$ cat src/rtl/sbh_pkg.sv
// Shared types, constants and tables for the SHA-256 byte stream hasher.
package sbh_pkg;

  // Byte position where the 64-bit length field starts in the last block
  localparam logic [5:0] LenPos  = 6'd56;
  localparam logic [7:0] PadByte = 8'h80;

  // Initial hash values
  localparam logic [31:0] HashInit [8] = '{
    32'h6a09e667, 32'hbb67ae85, 32'h3c6ef372, 32'ha54ff53a,
    32'h510e527f, 32'h9b05688c, 32'h1f83d9ab, 32'h5be0cd19
  };

  // Round constants
  localparam logic [31:0] RoundK [64] = '{
    32'h428a2f98, 32'h71374491, 32'hb5c0fbcf, 32'he9b5dba5, 32'h3956c25b,
    32'h59f111f1, 32'h923f82a4, 32'hab1c5ed5, 32'hd807aa98, 32'h12835b01,
    32'h243185be, 32'h550c7dc3, 32'h72be5d74, 32'h80deb1fe, 32'h9bdc06a7,
    32'hc19bf174, 32'he49b69c1, 32'hefbe4786, 32'h0fc19dc6, 32'h240ca1cc,
    32'h2de92c6f, 32'h4a7484aa, 32'h5cb0a9dc, 32'h76f988da, 32'h983e5152,
    32'ha831c66d, 32'hb00327c8, 32'hbf597fc7, 32'hc6e00bf3, 32'hd5a79147,
    32'h06ca6351, 32'h14292967, 32'h27b70a85, 32'h2e1b2138, 32'h4d2c6dfc,
    32'h53380d13, 32'h650a7354, 32'h766a0abb, 32'h81c2c92e, 32'h92722c85,
    32'ha2bfe8a1, 32'ha81a664b, 32'hc24b8b70, 32'hc76c51a3, 32'hd192e819,
    32'hd6990624, 32'hf40e3585, 32'h106aa070, 32'h19a4c116, 32'h1e376c08,
    32'h2748774c, 32'h34b0bcb5, 32'h391c0cb3, 32'h4ed8aa4a, 32'h5b9cca4f,
    32'h682e6ff3, 32'h748f82ee, 32'h78a5636f, 32'h84c87814, 32'h8cc70208,
    32'h90befffa, 32'ha4506ceb, 32'hbef9a3f7, 32'hc67178f2
  };

  // Source of the byte pushed into the block buffer
  typedef enum logic [1:0] {
    SEL_DATA,
    SEL_PAD,
    SEL_ZERO,
    SEL_LEN
  } push_sel_e;

  // Controller to datapath commands
  typedef struct packed {
    logic      push;       // shift one byte into the block buffer
    push_sel_e sel;        // which byte
    logic      count;      // message byte: bump the byte count
    logic      round;      // run one compression round
    logic [5:0] round_idx; // round number
    logic      hash_add;   // fold working variables into the hash
    logic      reinit;     // return to the initial state for a new message
    logic [2:0] idx;       // length byte or digest word index
  } cmd_t;

  // Datapath to controller status
  typedef struct packed {
    logic [5:0] fill;      // bytes held in the current block
  } sts_t;

endpackage

$ cat src/rtl/sha256_byte_stream_hasher.sv
// Top level of the SHA-256 byte stream hasher.
//
// Input channel (in_valid_i/in_ready_o): one item per transfer. mode_i = 0
// appends data_byte_i to the message; mode_i = 1 finishes the message.
// Output channel (out_valid_o/out_ready_i): after a finish, eight transfers
// carry the digest words, word_index_o 0 (most significant) first, with
// last_word_o set on word 7.
// The 64th appended byte of a block starts the compression, one round per cycle
// on a single round unit, then a fold into the hash, with the input not ready.
// A finish pushes the 0x80 byte, zero bytes and eight length bytes through the
// block buffer, at most one per cycle, then compresses; if the padding spills
// into a second block, the first is compressed before the rest is pushed. The
// eight digest words follow, one per cycle at best.
// Reset: hash words take their initial values and the byte and fill counts
// clear; the block is ready at once. A stalled receiver holds the current
// word on the output and no input is taken until the last word has gone,
// after which the block is set up for the next message.
module sha256_byte_stream_hasher (
  input  logic        clk_i,
  input  logic        rst_ni,
  input  logic        in_valid_i,
  output logic        in_ready_o,
  input  logic        mode_i,
  input  logic [7:0]  data_byte_i,
  output logic        out_valid_o,
  input  logic        out_ready_i,
  output logic [31:0] digest_word_o,
  output logic [2:0]  word_index_o,
  output logic        last_word_o
);
  import sbh_pkg::*;

  cmd_t cmd;
  sts_t sts;

  sbh_ctrl u_ctrl (
    .clk_i        (clk_i),
    .rst_ni       (rst_ni),
    .in_valid_i   (in_valid_i),
    .in_ready_o   (in_ready_o),
    .mode_i       (mode_i),
    .out_valid_o  (out_valid_o),
    .out_ready_i  (out_ready_i),
    .word_index_o (word_index_o),
    .last_word_o  (last_word_o),
    .sts_i        (sts),
    .cmd_o        (cmd)
  );

  sbh_dp u_dp (
    .clk_i         (clk_i),
    .rst_ni        (rst_ni),
    .data_byte_i   (data_byte_i),
    .cmd_i         (cmd),
    .sts_o         (sts),
    .digest_word_o (digest_word_o)
  );

endmodule

$ cat src/rtl/sbh_dp.sv
// Datapath: block buffer and message schedule, round logic, hash words, counts.
module sbh_dp (
  input  logic           clk_i,
  input  logic           rst_ni,
  input  logic [7:0]     data_byte_i,
  input  sbh_pkg::cmd_t  cmd_i,
  output sbh_pkg::sts_t  sts_o,
  output logic [31:0]    digest_word_o
);
  import sbh_pkg::*;

  function automatic logic [31:0] rotr(input logic [31:0] v, input int unsigned n);
    rotr = (v >> n) | (v << (32 - n));
  endfunction

  logic [511:0] buf_q, buf_d;
  logic [31:0]  hash_q [8];
  logic [31:0]  hash_d [8];
  logic [31:0]  work_q [8];
  logic [31:0]  work_d [8];
  logic [31:0]  rin [8];
  logic [5:0]   fill_q, fill_d;
  logic [63:0]  bcnt_q, bcnt_d;
  logic [63:0]  bits;
  logic [7:0]   push_byte;
  logic [31:0]  w0, w1, w9, w14, wnew;
  logic [31:0]  sg0, sg1, big0, big1, chs, maj, t1, t2;

  // Byte to push
  assign bits = {bcnt_q[60:0], 3'b000};
  always_comb begin
    unique case (cmd_i.sel)
      SEL_DATA: push_byte = data_byte_i;
      SEL_PAD:  push_byte = PadByte;
      SEL_ZERO: push_byte = 8'h00;
      SEL_LEN:  push_byte = bits[{~cmd_i.idx, 3'b000} +: 8];
      default:  push_byte = 8'h00;
    endcase
  end

  // Schedule window: word 0 is the oldest, W[t] during round t
  assign w0   = buf_q[511:480];
  assign w1   = buf_q[479:448];
  assign w9   = buf_q[223:192];
  assign w14  = buf_q[63:32];
  assign sg0  = rotr(w1, 7) ^ rotr(w1, 18) ^ (w1 >> 3);
  assign sg1  = rotr(w14, 17) ^ rotr(w14, 19) ^ (w14 >> 10);
  assign wnew = w0 + sg0 + w9 + sg1;

  // One compression round; round 0 starts from the hash words
  always_comb begin
    for (int i = 0; i < 8; i++) begin
      rin[i] = (cmd_i.round_idx == 6'd0) ? hash_q[i] : work_q[i];
    end
    big1 = rotr(rin[4], 6) ^ rotr(rin[4], 11) ^ rotr(rin[4], 25);
    chs  = (rin[4] & rin[5]) ^ (~rin[4] & rin[6]);
    t1   = rin[7] + big1 + chs + RoundK[cmd_i.round_idx] + w0;
    big0 = rotr(rin[0], 2) ^ rotr(rin[0], 13) ^ rotr(rin[0], 22);
    maj  = (rin[0] & rin[1]) ^ (rin[0] & rin[2]) ^ (rin[1] & rin[2]);
    t2   = big0 + maj;
    work_d[0] = t1 + t2;
    work_d[1] = rin[0];
    work_d[2] = rin[1];
    work_d[3] = rin[2];
    work_d[4] = rin[3] + t1;
    work_d[5] = rin[4];
    work_d[6] = rin[5];
    work_d[7] = rin[6];
  end

  // Next values of buffer, hash and counts
  always_comb begin
    buf_d  = buf_q;
    fill_d = fill_q;
    bcnt_d = bcnt_q;
    for (int i = 0; i < 8; i++) begin
      hash_d[i] = hash_q[i];
    end
    if (cmd_i.push) begin
      buf_d  = {buf_q[503:0], push_byte};
      fill_d = fill_q + 6'd1;
    end else if (cmd_i.round) begin
      buf_d = {buf_q[479:0], wnew};
    end
    if (cmd_i.count) begin
      bcnt_d = bcnt_q + 64'd1;
    end
    if (cmd_i.hash_add) begin
      for (int i = 0; i < 8; i++) begin
        hash_d[i] = hash_q[i] + work_q[i];
      end
    end
    if (cmd_i.reinit) begin
      fill_d = '0;
      bcnt_d = '0;
      for (int i = 0; i < 8; i++) begin
        hash_d[i] = HashInit[i];
      end
    end
  end

  // Control-relevant registers
  always_ff @(posedge clk_i or negedge rst_ni) begin
    if (!rst_ni) begin
      fill_q <= '0;
      bcnt_q <= '0;
      for (int i = 0; i < 8; i++) begin
        hash_q[i] <= HashInit[i];
      end
    end else begin
      fill_q <= fill_d;
      bcnt_q <= bcnt_d;
      for (int i = 0; i < 8; i++) begin
        hash_q[i] <= hash_d[i];
      end
    end
  end

  // Payload registers
  always_ff @(posedge clk_i) begin
    buf_q <= buf_d;
    if (cmd_i.round) begin
      for (int i = 0; i < 8; i++) begin
        work_q[i] <= work_d[i];
      end
    end
  end

  assign sts_o.fill    = fill_q;
  assign digest_word_o = hash_q[cmd_i.idx];

endmodule

$ cat src/rtl/sbh_ctrl.sv
// Controller: sequences byte pushes, padding, compression rounds and digest output.
module sbh_ctrl (
  input  logic           clk_i,
  input  logic           rst_ni,
  input  logic           in_valid_i,
  output logic           in_ready_o,
  input  logic           mode_i,
  output logic           out_valid_o,
  input  logic           out_ready_i,
  output logic [2:0]     word_index_o,
  output logic           last_word_o,
  input  sbh_pkg::sts_t  sts_i,
  output sbh_pkg::cmd_t  cmd_o
);
  import sbh_pkg::*;

  typedef enum logic [2:0] {
    S_IDLE,
    S_PAD,
    S_ZERO,
    S_LEN,
    S_COMP,
    S_ADD,
    S_OUT
  } state_e;

  state_e     state_q, state_d, ret_q, ret_d;
  logic [5:0] rnd_q, rnd_d;
  logic [2:0] idx_q, idx_d;
  logic       full;

  assign full = (sts_i.fill == 6'd63);

  // Next state and commands
  always_comb begin
    state_d = state_q;
    ret_d   = ret_q;
    rnd_d   = rnd_q;
    idx_d   = idx_q;
    cmd_o   = '0;
    cmd_o.sel       = SEL_DATA;
    cmd_o.round_idx = rnd_q;
    cmd_o.idx       = idx_q;
    unique case (state_q)
      S_IDLE: begin
        if (in_valid_i) begin
          if (!mode_i) begin
            cmd_o.push  = 1'b1;
            cmd_o.count = 1'b1;
            if (full) begin
              state_d = S_COMP;
              ret_d   = S_IDLE;
            end
          end else begin
            state_d = S_PAD;
          end
        end
      end
      S_PAD: begin
        cmd_o.push = 1'b1;
        cmd_o.sel  = SEL_PAD;
        state_d    = full ? S_COMP : S_ZERO;
        ret_d      = S_ZERO;
      end
      S_ZERO: begin
        if (sts_i.fill == LenPos) begin
          state_d = S_LEN;
          idx_d   = '0;
        end else begin
          cmd_o.push = 1'b1;
          cmd_o.sel  = SEL_ZERO;
          if (full) begin
            state_d = S_COMP;
            ret_d   = S_ZERO;
          end
        end
      end
      S_LEN: begin
        cmd_o.push = 1'b1;
        cmd_o.sel  = SEL_LEN;
        idx_d      = idx_q + 3'd1;
        if (idx_q == 3'd7) begin
          state_d = S_COMP;
          ret_d   = S_OUT;
        end
      end
      S_COMP: begin
        cmd_o.round = 1'b1;
        rnd_d       = rnd_q + 6'd1;
        if (rnd_q == 6'd63) begin
          state_d = S_ADD;
        end
      end
      S_ADD: begin
        cmd_o.hash_add = 1'b1;
        state_d        = ret_q;
      end
      S_OUT: begin
        if (out_ready_i) begin
          idx_d = idx_q + 3'd1;
          if (idx_q == 3'd7) begin
            cmd_o.reinit = 1'b1;
            state_d      = S_IDLE;
          end
        end
      end
      default: state_d = S_IDLE;
    endcase
  end

  // State and counters
  always_ff @(posedge clk_i or negedge rst_ni) begin
    if (!rst_ni) begin
      state_q <= S_IDLE;
      ret_q   <= S_IDLE;
      rnd_q   <= '0;
      idx_q   <= '0;
    end else begin
      state_q <= state_d;
      ret_q   <= ret_d;
      rnd_q   <= rnd_d;
      idx_q   <= idx_d;
    end
  end

  assign in_ready_o   = (state_q == S_IDLE);
  assign out_valid_o  = (state_q == S_OUT);
  assign word_index_o = idx_q;
  assign last_word_o  = (idx_q == 3'd7);

`ifndef SYNTHESIS
  // Input and output sides never open together
  a_ready_excl: assert property (@(posedge clk_i) disable iff (!rst_ni)
    !(in_ready_o && out_valid_o))
    else $error("input ready while digest is being shown");

  // A byte that fills the block starts compression
  a_full_comp: assert property (@(posedge clk_i) disable iff (!rst_ni)
    (in_valid_i && in_ready_o && !mode_i && full) |=> (state_q == S_COMP && rnd_q == 6'd0))
    else $error("full block did not start compression");

  // Rounds run only in the compression state
  a_round_ctr: assert property (@(posedge clk_i) disable iff (!rst_ni)
    (state_q != S_COMP) |-> (rnd_q == 6'd0))
    else $error("round counter left nonzero outside compression");

  // After the last digest word the block is ready for a new message
  a_last_idle: assert property (@(posedge clk_i) disable iff (!rst_ni)
    (out_valid_o && out_ready_i && last_word_o) |=> (in_ready_o && sts_i.fill == 6'd0))
    else $error("no return to idle after the last digest word");
`endif

endmodule

$ cat config.mk
export PLATFORM = sky130hd
export DESIGN_NAME = sha256_byte_stream_hasher
export DESIGN_NICKNAME = d
export VERILOG_FILES = /design/src/rtl/sbh_pkg.sv /design/src/rtl/sha256_byte_stream_hasher.sv /design/src/rtl/sbh_dp.sv /design/src/rtl/sbh_ctrl.sv
export SDC_FILE = /design/constraint.sdc
export NUM_CORES = 2
export LEC_CHECK = 0
export BUFFER_PORTS_ARGS = -buffer_cell sky130_fd_sc_hd__buf_4
export CORE_MARGIN = 3
export CORE_UTILIZATION = 61
export DETAILED_ROUTE_END_ITERATION = 6
export PLACE_DENSITY = 0.77
export SLEW_MARGIN = 20
export SYNTH_ARGS = -nofsm -noshare
export SYNTH_HDL_FRONTEND = slang
export SYNTH_SLANG_ARGS = --single-unit
$ cat constraint.sdc
create_clock -name clk_i -period 29.8 [get_ports clk_i]
set_input_delay 4.47 -clock clk_i [delete_from_list [all_inputs] [get_ports clk_i]]
set_output_delay 4.47 -clock clk_i [all_outputs]
set_load 0.005 [all_outputs]
==> impl_metrics.py <==
metrics = {
    "cells_and_area": {
        "drive_above_1_share_pct": 10.4,
        "syn_to_final_growth_pct": 7.69,
        "num-nets-final": 8275,
        "final_util_pct": 66.4,
    },
    "synthesis": {
        "ys_warn_count": 0,
        "syn-num-nets": 8401,
        "yosysMostFrequentCell": "nand2_1",
        "synthesis.area_per_instance_um2": 9.64,
        "syn_inst": 7804,
        "synth_edf_count": 768,
        "async_reset_ff_share_pct": 30.5,
        "ys_types": 117,
        "synth_seq_cells": 1105,
        "netlist.area_leader.share_pct": 30.7,
        "ys.flop_type": "edfxtp_1",
        "synth.area.top_cells": "edfxtp_1 31%, nand2_1 9.5%, dfrtp_1 6.7%, ha_1 6.6%, fa_1 4.9%",
        "syn_area_um2": 75200,
        "synth_common_cells": "1907 x nand2_1, 768 x edfxtp_1, 425 x a21oi_1",
        "yosysSeqAreaShare_pct": 42.1,
        "synth_top_area_cell": "edfxtp_1",
    },
    "sta": {
        "tightest_slew_ns": 1.13,
        "hold_viol_final": 0,
        "maxSlewViolCount": 0,
        "rsz0062_at_grt": "false",
        "clock.fmax_mhz": 79.9,
        "fin_crit_sh_pct": 42.0,
        "setup_viol": 0,
        "post-route-min-period_ns": 12.52,
        "clock_skew_ns": 0.0817,
        "relSlewSlack_pct": 24.6,
        "setup_tns_ns": 0,
    },
    "critical_path": {
        "max_stage_delay_ns": 0.82,
        "crit_path_frequent_cell": "a21oi_1",
        "endpoint_kind": "flip-flop",
        "cp.required_ns": 30.38,
        "cpMaxStageDelayCell": "buf_4",
        "critPathLaunchType": "flip-flop",
        "arrival_ns": 13.09,
        "crit_fanout": 68,
        "critPathKind": "reg2reg",
    },
    "die": {
        "die_height_um": 357,
        "initial_utilization_pct": 61.6,
        "die-width_um": 357,
        "die_area_um2": 128000,
        "num_rows": 128,
        "fp.coreArea_um2": 122000,
        "top_level_ports": 51,
    },
    "global_route": {
        "grt_use_total_pct": 34.7,
        "overflow": 0,
        "grt_start_max_net_pins": 216,
        "grt_pass1_wl_um": 340000,
        "grt_pass1_vias": 57000,
        "antenna_found_initial": 2,
    },
    "clock_network": {
        "numClockSinks": 1105,
        "h-tree-depth": 3,
        "worstSkewPairLatency_ns": 0.78,
        "ctsHoldBuffers": 0,
        "clockBufferDepth": 3,
        "tritoncts": "yes",
        "post_cts_buffers": 0,
        "cts_resized": 0,
        "clkTransAtPathRegs_ns": 0.06,
        "cts_root_buffer": "clkbuf_16",
        "cts_made_buffers": 119,
    },
    "routing": {
        "drtAntennaViolNets": 0,
        "drtIter0Drc": 6923,
        "firstDrtPassIters": 6,
        "drc": 0,
        "vias_per_cell": 6.28,
        "wl_per_cell_um": 23.8,
        "vias": 59100,
        "routed_wl_um": 223000,
    },
    "placement": {
        "place_hpwl_um": 161000,
        "routabilityCongestion": 1.00,
        "place.port_buffers": 50,
    },
    "outcome": {
        "outcome": "complete, no violations",
    },
    "min_path": {
        "hp-class": "reg2reg",
    },
    "job": {
        "maxCapViolations": 0,
    },
}
==> metal layers <==
layer  wire length [um]  share of wire [%]  GRT usage, %
met1              88700                 40          45.9
met2             100000                 45          53.5
met3              19900                8.9          7.43
met4              14700                6.6          19.4
met5                 20             0.0090             0
==> worst max-delay path, delay by kind of cell (launching register included) <==
kind,cells,cell delay (ns)
compound gates,14,2.63
xor+xnor,1,0.20
fa+ha+maj,9,3.30
buf+inv,6,2.73
flops,1,0.62
mux,2,1.14
simple gates,10,1.65
==> kinds of logic after synthesis <==
| kind of cell | share of synthesized area (%) |
|---|---|
| adders and majority gates | 11.8 |
| and+or+nand+nor | 16.2 |
| AOI/OAI and AO/OA | 12.1 |
| xor gates and xnor gates | 7.37 |
| muxes | 6.73 |
| DFF | 42.1 |
| buffers and inverters | 3.77 |
==> through the flow <==
stage / cells / setup slack, ns / cell area (um2) / hold slack [ns]
after floorplan: 7804 / 12.29 / 75200 / 0.446
after global placement: 9181 / 17.90 / 76900 / 0.468
after detailed placement: 9181 / 17.65 / 76900 / 0.469
after CTS: 9403 / 17.46 / 81000 / 0.479
after global routing: 9404 / 16.64 / 81000 / 0.491
final: 9405 / 17.28 / 81000 / 0.480
==> worst paths after layout <==
| kind | to | from | slack (ns) | depth (start not counted) |
|---|---|---|---|---|
| setup reg to reg | u_dp.work_q[1][30] | u_ctrl.rnd_q[0] | 17.28 | 42 |
| min in group asynchronous | u_dp.hash_q[222] | rst_ni | 3.72 | 1 |
| hold reg to reg | u_dp.hash_q[223] | u_dp.hash_q[223] | 0.48 | 2 |
| hold / removal | u_dp.hash_q[223] | u_dp.hash_q[223] | 0.48 | 2 |
| max in group asynchronous | u_ctrl.word_index_o[1] | rst_ni | 23.87 | 3 |
| setup / recovery | u_dp.work_q[1][30] | u_ctrl.rnd_q[0] | 17.28 | 42 |
==> area by class of cell <==
type	count	area (um2)
Inverter	367	1390
Fill cell	9556	41000
Sequential cell	1105	31700
Timing Repair Buffer	128	1070
Clock inverter	65	802
Tap cell	1625	2030
Clock buffer	157	3240
Multi-Input combinational cell	5957	40800
Antenna cell	1	2.50
==> cell usage in the layout, fill, tap and decap left out, types with 185 or more instances in the layout <==
| master | netlist | final |
|---|---|---|
| xor2_1 | 206 | 206 |
| dfrtp_1 | 201 | 194 |
| nor2_1 | 388 | 387 |
| fa_1 | 185 | 185 |
| nand2_1 | 1907 | 1904 |
| mux2_2 | 200 | 200 |
| o21ai_0 | 398 | 398 |
| xnor2_1 | 421 | 421 |
| edfxtp_1 | 768 | 768 |
| inv_1 | 365 | 365 |
| ha_1 | 399 | 399 |
| a21oi_1 | 425 | 425 |
==> registers in the layout, summed over array words and instances, names as in the netlist <==
name and flops:
u_ctrl.rnd_q 6, u_ctrl.state_q 3, u_dp.buf_q 512, u_dp.hash_q 256
u_ctrl.word_index_o 3, u_ctrl.ret_q 2, u_dp.work_q 256, u_dp.sts_o 6
u_dp.bcnt_q 61
Power is not shown: default switching activity piles up to over one toggle a cycle in this logic, so the estimate is an artifact.
